**src/rtl/core/assert_macros.svh**
```systemverilog
// ----------------------------------------------------------------------------
// Assertion macros
// Shared concurrent assertion forms, clocked on clk and disabled in reset.
// ----------------------------------------------------------------------------
`ifndef ASSERT_MACROS_SVH
`define ASSERT_MACROS_SVH

// Check a condition at every clock edge outside reset.
`define SKT_ASSERT(lbl, cond, msg) \
  lbl: assert property (@(posedge clk) disable iff (!rst_n) (cond)) else $error(msg);

// Check that a trigger is followed by a condition on the next edge.
`define SKT_ASSERT_NEXT(lbl, ante, cons, msg) \
  lbl: assert property (@(posedge clk) disable iff (!rst_n) (ante) |=> (cons)) \
    else $error(msg);

`endif

```
**src/rtl/core/skt_pkg.sv**
```systemverilog
// ----------------------------------------------------------------------------
// skt_pkg
// Types, codes and defaults shared by the sorted key table files.
// ----------------------------------------------------------------------------
`default_nettype none

package skt_pkg;

  localparam int DEFAULT_DEPTH = 64;

  // action codes
  localparam logic [1:0] ACT_INSERT = 2'd0;
  localparam logic [1:0] ACT_FIND   = 2'd1;
  localparam logic [1:0] ACT_REMOVE = 2'd2;

  // status codes
  localparam logic [2:0] ST_INSERTED  = 3'd0;
  localparam logic [2:0] ST_DUPLICATE = 3'd1;
  localparam logic [2:0] ST_FOUND     = 3'd2;
  localparam logic [2:0] ST_NOTFOUND  = 3'd3;
  localparam logic [2:0] ST_FULL      = 3'd4;

  typedef struct packed {
    logic [1:0]         action;
    logic signed [31:0] key;
    logic [15:0]        handle;
  } in_word_t;

  typedef struct packed {
    logic [2:0]  status;
    logic [15:0] found_handle;
    logic [6:0]  entry_count;
  } out_word_t;

  typedef struct packed {
    logic signed [31:0] key;
    logic [15:0]        handle;
  } entry_t;

  typedef enum logic [1:0] {
    S_IDLE,
    S_SRCH,
    S_SRCH_CMP,
    S_SHIFT
  } state_t;

endpackage

`default_nettype wire

```
**src/rtl/core/skt_entry_ram.sv**
```systemverilog
// ----------------------------------------------------------------------------
// skt_entry_ram
// Entry store: one write port, one read port with registered read data.
// ----------------------------------------------------------------------------
`default_nettype none

module skt_entry_ram #(
  parameter int DEPTH = skt_pkg::DEFAULT_DEPTH,
  localparam int AW = $clog2(DEPTH)
) (
  input  wire logic            clk,
  input  wire logic            wr_en,
  input  wire logic [AW-1:0]   wr_addr,
  input  wire skt_pkg::entry_t wr_data,
  input  wire logic            rd_en,
  input  wire logic [AW-1:0]   rd_addr,
  output skt_pkg::entry_t      rd_data
);

  skt_pkg::entry_t mem [DEPTH];
  skt_pkg::entry_t rd_data_r;

  always_ff @(posedge clk) begin
    if (wr_en) begin
      mem[wr_addr] <= wr_data;
    end
  end

  always_ff @(posedge clk) begin
    if (rd_en) begin
      rd_data_r <= mem[rd_addr];
    end
  end

  assign rd_data = rd_data_r;

endmodule

`default_nettype wire

```
**src/rtl/core/sorted_key_table.sv**
```systemverilog
// ----------------------------------------------------------------------------
// sorted_key_table
// Ordered table of signed keys with handles: insert, find and remove.
// ----------------------------------------------------------------------------
// Each item runs a binary search of at most clog2(DEPTH+1) probes; an insert or
// remove that changes the table, not at its end, then shifts entries above the slot.
// One item at a time; busy drops with the result strobe, so the next word may
// be taken in the cycle the result is shown.
// Reset (rst_n low, synchronous) empties the table; the receiver cannot stall.
// ----------------------------------------------------------------------------
`default_nettype none
`include "assert_macros.svh"

module sorted_key_table #(
  parameter int DEPTH = skt_pkg::DEFAULT_DEPTH
) (
  input  wire logic              clk,
  input  wire logic              rst_n,
  input  wire logic              start,
  output logic                   busy,
  input  wire skt_pkg::in_word_t in_data,
  output logic                   out_valid,
  output skt_pkg::out_word_t     out_data
);

  localparam int AW = $clog2(DEPTH);
  localparam int CW = $clog2(DEPTH + 1);

  skt_pkg::state_t state_r, state_nxt;

  logic [1:0]         act_r, act_nxt;
  logic signed [31:0] key_r, key_nxt;
  logic [15:0]        hnd_in_r, hnd_in_nxt;
  logic [CW-1:0]      lo_r, lo_nxt;
  logic [CW-1:0]      hi_r, hi_nxt;
  logic [AW-1:0]      mid_r, mid_nxt;
  logic               hit_r, hit_nxt;
  logic [15:0]        hit_hnd_r, hit_hnd_nxt;
  logic [CW-1:0]      fill_r, fill_nxt;
  logic [AW-1:0]      rd_ptr_r, rd_ptr_nxt;
  logic               reading_r, reading_nxt;
  logic               pend_r, pend_nxt;
  logic [AW-1:0]      pend_addr_r, pend_addr_nxt;
  logic               out_valid_r, out_valid_nxt;
  skt_pkg::out_word_t out_data_r, out_data_nxt;

  logic               ram_wr_en;
  logic [AW-1:0]      ram_wr_addr;
  skt_pkg::entry_t    ram_wr_data;
  logic               ram_rd_en;
  logic [AW-1:0]      ram_rd_addr;
  skt_pkg::entry_t    ram_rd_data;

  logic               srch_done;
  logic               full;
  logic [CW:0]        mid_sum;
  logic [AW-1:0]      mid_calc;
  logic [AW-1:0]      pos_idx;
  logic [AW-1:0]      fill_m1;
  logic               at_end;
  logic               need_shift;
  logic               shift_up;
  logic               shift_last;
  logic [31:0]        cnt_ext;

  skt_entry_ram #(
    .DEPTH(DEPTH)
  ) u_ram (
    .clk     (clk),
    .wr_en   (ram_wr_en),
    .wr_addr (ram_wr_addr),
    .wr_data (ram_wr_data),
    .rd_en   (ram_rd_en),
    .rd_addr (ram_rd_addr),
    .rd_data (ram_rd_data)
  );

  assign srch_done = (lo_r == hi_r);
  assign full      = (fill_r == CW'(DEPTH));
  assign mid_sum   = {1'b0, lo_r} + {1'b0, hi_r};
  assign mid_calc  = mid_sum[AW:1];
  assign pos_idx   = lo_r[AW-1:0];
  assign fill_m1   = AW'(fill_r - CW'(1));
  assign shift_up  = (act_r == skt_pkg::ACT_INSERT);
  // lower bound sits past the last entry (insert) or on it (remove), so nothing above it moves
  assign at_end    = (act_r == skt_pkg::ACT_INSERT) ? (lo_r == fill_r)
                                                    : (lo_r == fill_r - CW'(1));
  assign need_shift = ((act_r == skt_pkg::ACT_INSERT) && !hit_r && !full && !at_end) ||
                      ((act_r == skt_pkg::ACT_REMOVE) && hit_r && !at_end);
  assign shift_last = shift_up ? (rd_ptr_r == pos_idx) : (rd_ptr_r == fill_m1);

  // next state
  always_comb begin
    state_nxt = state_r;
    unique case (state_r)
      skt_pkg::S_IDLE: begin
        if (start) state_nxt = skt_pkg::S_SRCH;
      end
      skt_pkg::S_SRCH: begin
        if (!srch_done)      state_nxt = skt_pkg::S_SRCH_CMP;
        else if (need_shift) state_nxt = skt_pkg::S_SHIFT;
        else                 state_nxt = skt_pkg::S_IDLE;
      end
      skt_pkg::S_SRCH_CMP: begin
        state_nxt = skt_pkg::S_SRCH;
      end
      skt_pkg::S_SHIFT: begin
        if (!reading_r && !pend_r) state_nxt = skt_pkg::S_IDLE;
      end
      default: state_nxt = skt_pkg::S_IDLE;
    endcase
  end

  // datapath, memory control and result
  always_comb begin
    act_nxt       = act_r;
    key_nxt       = key_r;
    hnd_in_nxt    = hnd_in_r;
    lo_nxt        = lo_r;
    hi_nxt        = hi_r;
    mid_nxt       = mid_r;
    hit_nxt       = hit_r;
    hit_hnd_nxt   = hit_hnd_r;
    fill_nxt      = fill_r;
    rd_ptr_nxt    = rd_ptr_r;
    reading_nxt   = reading_r;
    pend_nxt      = pend_r;
    pend_addr_nxt = pend_addr_r;
    out_valid_nxt = 1'b0;
    out_data_nxt  = out_data_r;
    ram_wr_en     = 1'b0;
    ram_wr_addr   = pos_idx;
    ram_wr_data   = '{key: key_r, handle: hnd_in_r};
    ram_rd_en     = 1'b0;
    ram_rd_addr   = mid_calc;

    unique case (state_r)
      skt_pkg::S_IDLE: begin
        if (start) begin
          act_nxt     = in_data.action;
          key_nxt     = in_data.key;
          hnd_in_nxt  = in_data.handle;
          lo_nxt      = '0;
          hi_nxt      = fill_r;
          hit_nxt     = 1'b0;
          hit_hnd_nxt = '0;
        end
      end

      skt_pkg::S_SRCH: begin
        if (!srch_done) begin
          ram_rd_en   = 1'b1;
          ram_rd_addr = mid_calc;
          mid_nxt     = mid_calc;
        end else begin
          out_data_nxt.status       = skt_pkg::ST_NOTFOUND;
          out_data_nxt.found_handle = '0;
          case (act_r)
            skt_pkg::ACT_INSERT: begin
              if (hit_r) begin
                out_valid_nxt       = 1'b1;
                out_data_nxt.status = skt_pkg::ST_DUPLICATE;
              end else if (full) begin
                out_valid_nxt       = 1'b1;
                out_data_nxt.status = skt_pkg::ST_FULL;
              end else if (at_end) begin
                ram_wr_en           = 1'b1;
                fill_nxt            = fill_r + CW'(1);
                out_valid_nxt       = 1'b1;
                out_data_nxt.status = skt_pkg::ST_INSERTED;
              end else begin
                rd_ptr_nxt  = fill_m1;
                reading_nxt = 1'b1;
                pend_nxt    = 1'b0;
              end
            end
            skt_pkg::ACT_FIND: begin
              out_valid_nxt = 1'b1;
              if (hit_r) begin
                out_data_nxt.status       = skt_pkg::ST_FOUND;
                out_data_nxt.found_handle = hit_hnd_r;
              end
            end
            skt_pkg::ACT_REMOVE: begin
              if (!hit_r) begin
                out_valid_nxt = 1'b1;
              end else if (at_end) begin
                fill_nxt                  = fill_r - CW'(1);
                out_valid_nxt             = 1'b1;
                out_data_nxt.status       = skt_pkg::ST_FOUND;
                out_data_nxt.found_handle = hit_hnd_r;
              end else begin
                rd_ptr_nxt  = pos_idx + AW'(1);
                reading_nxt = 1'b1;
                pend_nxt    = 1'b0;
              end
            end
            default: begin
              out_valid_nxt = 1'b1;
            end
          endcase
        end
      end

      skt_pkg::S_SRCH_CMP: begin
        if (ram_rd_data.key < key_r) begin
          lo_nxt = CW'(mid_r) + CW'(1);
        end else begin
          hi_nxt      = CW'(mid_r);
          hit_nxt     = (ram_rd_data.key == key_r);
          hit_hnd_nxt = ram_rd_data.handle;
        end
      end

      skt_pkg::S_SHIFT: begin
        // write back the word read last cycle one slot over
        if (pend_r) begin
          ram_wr_en   = 1'b1;
          ram_wr_addr = shift_up ? (pend_addr_r + AW'(1)) : (pend_addr_r - AW'(1));
          ram_wr_data = ram_rd_data;
        end
        if (reading_r) begin
          ram_rd_en     = 1'b1;
          ram_rd_addr   = rd_ptr_r;
          pend_nxt      = 1'b1;
          pend_addr_nxt = rd_ptr_r;
          if (shift_last) reading_nxt = 1'b0;
          else            rd_ptr_nxt  = shift_up ? (rd_ptr_r - AW'(1)) : (rd_ptr_r + AW'(1));
        end else begin
          pend_nxt = 1'b0;
        end
        if (!reading_r && !pend_r) begin
          out_valid_nxt = 1'b1;
          if (shift_up) begin
            ram_wr_en                 = 1'b1;
            ram_wr_addr               = pos_idx;
            fill_nxt                  = fill_r + CW'(1);
            out_data_nxt.status       = skt_pkg::ST_INSERTED;
            out_data_nxt.found_handle = '0;
          end else begin
            fill_nxt                  = fill_r - CW'(1);
            out_data_nxt.status       = skt_pkg::ST_FOUND;
            out_data_nxt.found_handle = hit_hnd_r;
          end
        end
      end

      default: begin
      end
    endcase

    cnt_ext                  = 32'(fill_nxt);
    out_data_nxt.entry_count = cnt_ext[6:0];
  end

  always_ff @(posedge clk) begin
    if (!rst_n) begin
      state_r     <= skt_pkg::S_IDLE;
      fill_r      <= '0;
      reading_r   <= 1'b0;
      pend_r      <= 1'b0;
      out_valid_r <= 1'b0;
    end else begin
      state_r     <= state_nxt;
      fill_r      <= fill_nxt;
      reading_r   <= reading_nxt;
      pend_r      <= pend_nxt;
      out_valid_r <= out_valid_nxt;
    end
  end

  always_ff @(posedge clk) begin
    act_r       <= act_nxt;
    key_r       <= key_nxt;
    hnd_in_r    <= hnd_in_nxt;
    lo_r        <= lo_nxt;
    hi_r        <= hi_nxt;
    mid_r       <= mid_nxt;
    hit_r       <= hit_nxt;
    hit_hnd_r   <= hit_hnd_nxt;
    rd_ptr_r    <= rd_ptr_nxt;
    pend_addr_r <= pend_addr_nxt;
    out_data_r  <= out_data_nxt;
  end

  assign busy      = (state_r != skt_pkg::S_IDLE);
  assign out_valid = out_valid_r;
  assign out_data  = out_data_r;

  `SKT_ASSERT(a_fill_bound, fill_r <= CW'(DEPTH), "fill count above depth")
  `SKT_ASSERT_NEXT(a_accept_busy, start && !busy, busy && !out_valid, "accept without search")
  `SKT_ASSERT_NEXT(a_single_strobe, out_valid, !out_valid, "result strobe held")
  `SKT_ASSERT(a_full_status, !out_valid || (out_data.status != skt_pkg::ST_FULL) ||
              full, "full status on a table that is not full")

endmodule

`default_nettype wire
```
**config.mk**
```make
export PLATFORM = sky130hd
export DESIGN_NAME = sorted_key_table
export DESIGN_NICKNAME = d
export VERILOG_FILES = /design/src/rtl/core/skt_pkg.sv /design/src/rtl/core/skt_entry_ram.sv /design/src/rtl/core/sorted_key_table.sv
export VERILOG_INCLUDE_DIRS = /design/src /design/src/rtl/core
export SDC_FILE = /design/constraint.sdc
export NUM_CORES = 2
export LEC_CHECK = 0
export BUFFER_PORTS_ARGS = -buffer_cell sky130_fd_sc_hd__buf_2
export CORE_ASPECT_RATIO = 1.2
export CORE_MARGIN = 10
export CORE_UTILIZATION = 24
export CTS_BUF_LIST = sky130_fd_sc_hd__clkbuf_8
export CTS_CLUSTER_SIZE = 40
export DETAILED_ROUTE_END_ITERATION = 10
export GPL_TIMING_DRIVEN = 0
export SYNTH_ARGS = -nofsm -noshare
export SYNTH_HDL_FRONTEND = slang
export SYNTH_HIERARCHICAL = 1
export SYNTH_SLANG_ARGS = --single-unit
```
**constraint.sdc**
```tcl
create_clock -name clk -period 19.7 [get_ports clk]
set_clock_uncertainty 0.1 [all_clocks]
set_input_delay 3.94 -clock clk [delete_from_list [all_inputs] [get_ports clk]]
set_output_delay 3.94 -clock clk [all_outputs]
set_load 0.01 [all_outputs]
```
# == Word-level counts from Yosys, hierarchy flattened ==
# Memories as Yosys holds them, arrays and structs flattened. A register that Yosys moved wholly into a read port is not among the register bits.
# Index checks and enable logic that the tools add are counted.
# Widths: inputs -> output; s select.
# classes
addsub,9
order_cmp,1
eq_ne,25
mux,98
bitwise_logic,1
n_reduce_logical,26
# ops
operator,n
$mux 48,2
$mux 6,16
$mux 7,12
$pmux 16 s2,2
$mux 19,3
$pmux 7 s2,4
$pmux 19 s2,1
$mux 17,2
$mux 1,33
$eq 32x32->1,1
$lt 32x32->1,1
$mux 16,2
$pmux 6 s2,2
$eq 7x7->1,3
$add 6x1->6 const B,3
$mux 18,1
$ne 3x3->1 const B,6
$pmux 1 s2,9
$ne 2x2->1 const B,7
$eq 6x6->1,2
$sub 6x1->6 const B,2
$mux 2,5
$reduce_and 10->1,1
$pmux 3 s3,1
18 further kinds,39
# word_totals
register_bits,137
mem_bits_rw,3072
output_inout_bits,28
mem_count,1
# mem_list
name,words,word_bits,rd,rd_ports_with_merged_regs,wr,line,rtl
u_ram.mem,64,48,1,1,1,skt_entry_ram.sv:20,skt_pkg::entry_t mem [DEPTH];

# == Depth between registers and ports, before layout ==
# logic_depth
ltp_word,11
ltp_mapped,17
ltp_nobuf,15

# == Cells and area by module ==
# Netlist, hierarchy kept.
# by_module_without_submodules
module,n_inst,cells_per_inst,area_per_inst_um2,seq_area_each_um2
skt_entry_ram,1,5247,118671.3,93689.9
sorted_key_table,1,791,8410.6,3923.8

# == Least setup slack after synthesis ==
# OpenSTA, ideal clock, no wires.
# synth_timing
path_kind,flip-flop to flip-flop
startpoint,register fill_r[0]
endpoint,"memory u_ram/mem[48][0] in the netlist's numbering, enable pin"
arrival_time_ps,6630
t_required_ps,19087
setup_slack_ps,12457
path_stages_with_launch,12
period_less_slack_ps,7243
path_cell_list,dfxtp_1 clkbuf_1 inv_1 ha_1 clkbuf_1 xnor2_1 or3_1 a222oi_1 nand2_2 o41ai_1 nand2_1 nor3_1
# synth_via
elab_chain_cells,11
elab_cells_between_ends,13
classes_between,add/sub: 1; eq/ne: 3; mux: 9
# synth_rtl
item,line,rtl
"start, declared",sorted_key_table.sv:39,"logic [CW-1:0] fill_r, fill_nxt;"
"start signal, assigned",sorted_key_table.sv:265,fill_r <= fill_nxt;
$sub 7x1->7,sorted_key_table.sv:87,: (lo_r == fill_r - CW'(1));
$eq 7x7->1,sorted_key_table.sv:87,
$mux 1,sorted_key_table.sv:86,assign at_end = (act_r == skt_pkg::ACT_INSERT) ? (lo_r == fill_r)
$mux 1,sorted_key_table.sv:166,end else if (at_end) begin
$mux 1 *,sorted_key_table.sv:163,end else if (full) begin
$mux 1 *,sorted_key_table.sv:160,if (hit_r) begin
$mux 1 *,sorted_key_table.sv:158,case (act_r)
$mux 1 *,sorted_key_table.sv:151,if (!srch_done) begin
$pmux 1 s2 *,sorted_key_table.sv:137,unique case (state_r)
named net ram_wr_en,sorted_key_table.sv:47,logic ram_wr_en;
$mux 1 *,skt_entry_ram.sv:24,if (wr_en) begin
$mux 1 (not written as such) *,skt_entry_ram.sv:25,mem[wr_addr] <= wr_data;
"end, declared",skt_entry_ram.sv:20,
# The timed path passes the listed nets; every way through them passes the cells marked *.

# == Worst setup path after layout ==
# layout_timing
startpoint,register fill_r[0]
endpoint,"memory u_ram/mem[37][12] in the netlist's numbering, enable pin"
# The elaborated chain is that of the path after synthesis.

==> out/summary.txt <==
Min-Delay Path Class: reg -> reg
Cells after Synth: 6038
syn_nets: 6148
Seq pwr share: 43.7%
vias per inst: 4.904
outcome: finished, violations left
Pwr Density: 119.7 nW/um^2
CTS Hold Bufs: 0
fin cells: 14280
P&R area growth vs syn: 17.84%
Yosys warning count: 6
Internal: 0.01206 W
Final Routed Wirelength: 424700 um
Post-synth ARST share: 0%
Max Buffers Root-to-Sink: 4
GP Congestion: 0.9104
Clock power frac: 30.7%
CP Class: reg -> reg
Avg Inst Size Synth: 21.05 um^2
Max Cap Viol: 2
pin count of the biggest net entering global routing: 65
Skew-Pair Late Insertion Delay: 1210 ps
CP arrival: 8470 ps
final net count: 6927
EDFF count, synth: 3238
DIE HEIGHT: 817.1 um
Syn Std Cell Area: 127100 um^2
area occupied by registers: 97610 um^2
crit path launch type: flop
port bufs: 80
worst slew pin tran: 1511 ps
hpwl dp: 291400 um
total gr overflow: 0
failing checks: DRC, capacitance limit, slew limit
depth of the worst hold-timing path: 1
vias in the first global route: 69660
most frequent cells in the layout: edfxtp_1, mux4_2, clkbuf_8
WP data required: 20400 ps
WL/cell: 29.75 um
met1 GRT Util: 17.71%
TritonCTS Buffers: 534
post-route clock period utilization: 39.39%
fmax: 0.1289 GHz
1st-iter DRT viols: 10150
Worst-path clk slew: 60 ps
setup violators final: 0
Leak: 46.65 nW
met2 Track Usage GR: 22.38%
Rows: 292
placed insts: 13340
global-route wire length before repair: 572900 um
starting density of the core: 24.11%
initial antenna violation count: 26
Comb pwr share: 25.6%
Post-CTS Setup Inserts: 0
root buffer cell: clkbuf_8
Worst VDD drop: 0.08098 mV
top_reg_cell synth: edfxtp_1
I/O Pins: 81
most common cell after layout, fill and taps aside: edfxtp_1
multi-input logic area: 27870 um^2
CTS tree: done
Slew headroom: -0.7580%
global routing's busiest layer: met2
Setup crit end kind: flop
Die ar.: 559100 um^2
Core Footprint: 527200 um^2
DRT Pass-1 Iters: 11
Final TNS setup: 0 ps
min cycle time layout: 7761 ps
Routed Antenna Nets: 0
routed vias: 70020
Slew Limit Fails: 11
layout cells sized above 1: 27.12%
library cells used by synthesis: 80
FILL cells: 51400
worst-case reg-to-reg path depth: 14
sequential fraction of the synthesis area: 76.81%
H-tree depth: 6
unrepaired setup endpoints after global routing: false
Clock Sinks: 3257
die width: 684.3 um
gr usage total: 14.47%
post-cts resize count: 0
crit path max fanout: 20
Net Sw Frac: 32.72%
Remaining DRCs: 2
GR Layer Usage met3: 4.284%
#FFs+latches synth: 3257
Switch Pwr: 0.005866 W
Hold Violations, Final: 0
## cell families (layout without fill, tap and decap cells)
logic type / after synthesis / in the layout / share of synthesized area [%]
buffers and inverters: 417 / 1577 / 1.714
and+or+nand+nor: 673 / 673 / 2.648
AOI/OAI and AO/OA: 580 / 580 / 3.255
other: 0 / 23 / 0
muxes: 1007 / 1007 / 14.67
xor gates and xnor gates: 47 / 47 / 0.3239
DFF: 3257 / 3257 / 76.81
adders and majority gates: 57 / 57 / 0.5789
## final timing paths
path | start | to | slack [ps]
worst min-delay path | hit_hnd_r[5] | out_data[12] | 390
worst max-delay path | fill_r[0] | u_ram/mem[37][12] | 11940
worst min register to register | hit_hnd_r[5] | out_data[12] | 390
worst max register to register | fill_r[0] | u_ram/mem[37][12] | 11940
## registers in the layout, indices dropped and copies added, names as in the netlist
name           cells
u_ram/mem       3072
u_ram/rd_data     48
key_r             32
out_data          26
hit_hnd_r         16
hnd_in_r          16
fill_r             7
hi_r               7
lo_r               7
mid_r              6
pend_addr_r        6
rd_ptr_r           6
act_r              2
state_r            2
hit_r              1
out_valid          1
pend_r             1
reading_r          1
## per-stage QoR
step	hold WS [ps]	instance area [um^2]	power, W	setup slack [ps]	util [%]
2_1_floorplan	357.0	127100	0.01048	12460	-
3_3_place_gp	390.9	136300	0.01239	4268	25.86
3_5_place_dp	400.2	140000	0.01244	12330	26.55
4_1_cts	401.6	149600	0.01789	12290	28.38
5_1_grt	411.1	149700	0.01837	11820	28.40
6_report	394.9	149800	0.01793	11940	28.41
## per-layer routing
metal	up-vias	wire, um
li1	26970	-
met1	37180	151800
met2	4708	190900
met3	1152	49900
met4	8	31850
met5	-	335
## synthesized netlist by cell type, types with 5 or more instances
master | count | area, um^2
buf_4 | 28 | 210.2
ha_1 | 54 | 675.7
a31oi_1 | 9 | 56.30
mux2i_1 | 212 | 2122
a21o_1 | 9 | 67.56
nand2_1 | 160 | 600.6
buf_6 | 21 | 236.5
a22oi_1 | 81 | 608.1
a221oi_1 | 6 | 52.55
mux2_2 | 123 | 1385
a221o_1 | 28 | 280.3
mux4_2 | 672 | 15130
buf_12 | 8 | 160.2
a21oi_1 | 60 | 300.3
nor3_1 | 17 | 85.08
xor2_1 | 14 | 122.6
o211ai_1 | 27 | 202.7
buf_8 | 8 | 120.1
edfxtp_1 | 3238 | 97230
nand3_1 | 124 | 620.6
or3_1 | 10 | 62.56
a211oi_1 | 43 | 322.8
nor3b_1 | 6 | 45.04
nand2b_1 | 12 | 75.07
nor2b_1 | 30 | 187.7
dfxtp_1 | 19 | 380.4
nor4_1 | 10 | 62.56
or2_2 | 13 | 81.33
clkbuf_1 | 161 | 604.3
o2111ai_1 | 5 | 43.79
and4_1 | 6 | 52.55
o221ai_1 | 38 | 332.8
and3_1 | 26 | 162.7
buf_2 | 104 | 520.5
nand4_1 | 69 | 431.7
o21ai_0 | 67 | 335.3
nor2_1 | 132 | 495.5
buf_1 | 22 | 82.58
nand3b_1 | 6 | 45.04
inv_1 | 63 | 236.5
o22ai_1 | 133 | 832.1
xnor2_1 | 33 | 289.0
a311o_1 | 19 | 190.2
o22a_1 | 17 | 148.9
and2_1 | 40 | 250.2
## power by group through the flow
stage                     clock (W)  combinational, W  sequential (W)
after global placement            0           0.00441         0.00798
after floorplan                   0           0.00256         0.00792
after detailed placement          0           0.00446         0.00797
final                       0.00550           0.00460         0.00783
after CTS                   0.00558           0.00448         0.00783
after global routing        0.00590           0.00465         0.00783
## critical path: stages (launching register included)
cell      delay [ps]
dfxtp_1          580
clkbuf_1         520
inv_1            300
ha_1             350
clkbuf_1         310
xnor2_1          120
or3_1            320
a222oi_1         850
nand2_2          400
o41ai_2         1040
nand2_1          340
or3_1            410
clkbuf_1         430
nor2_4          1000
buf_12           310
## cell type report
cell class,count,share of cell area (%)
Inverter,65,0.1629
Buffer,352,1.295
Sequential cell,3257,65.18
Clock inverter,377,1.471
Tap cell,7056,5.895
Multi-Input combinational cell,2364,18.61
Timing Repair Buffer,243,2.378
Antenna cell,23,0.03843
Clock buffer,540,4.963
(Power assumes the default switching activity.)
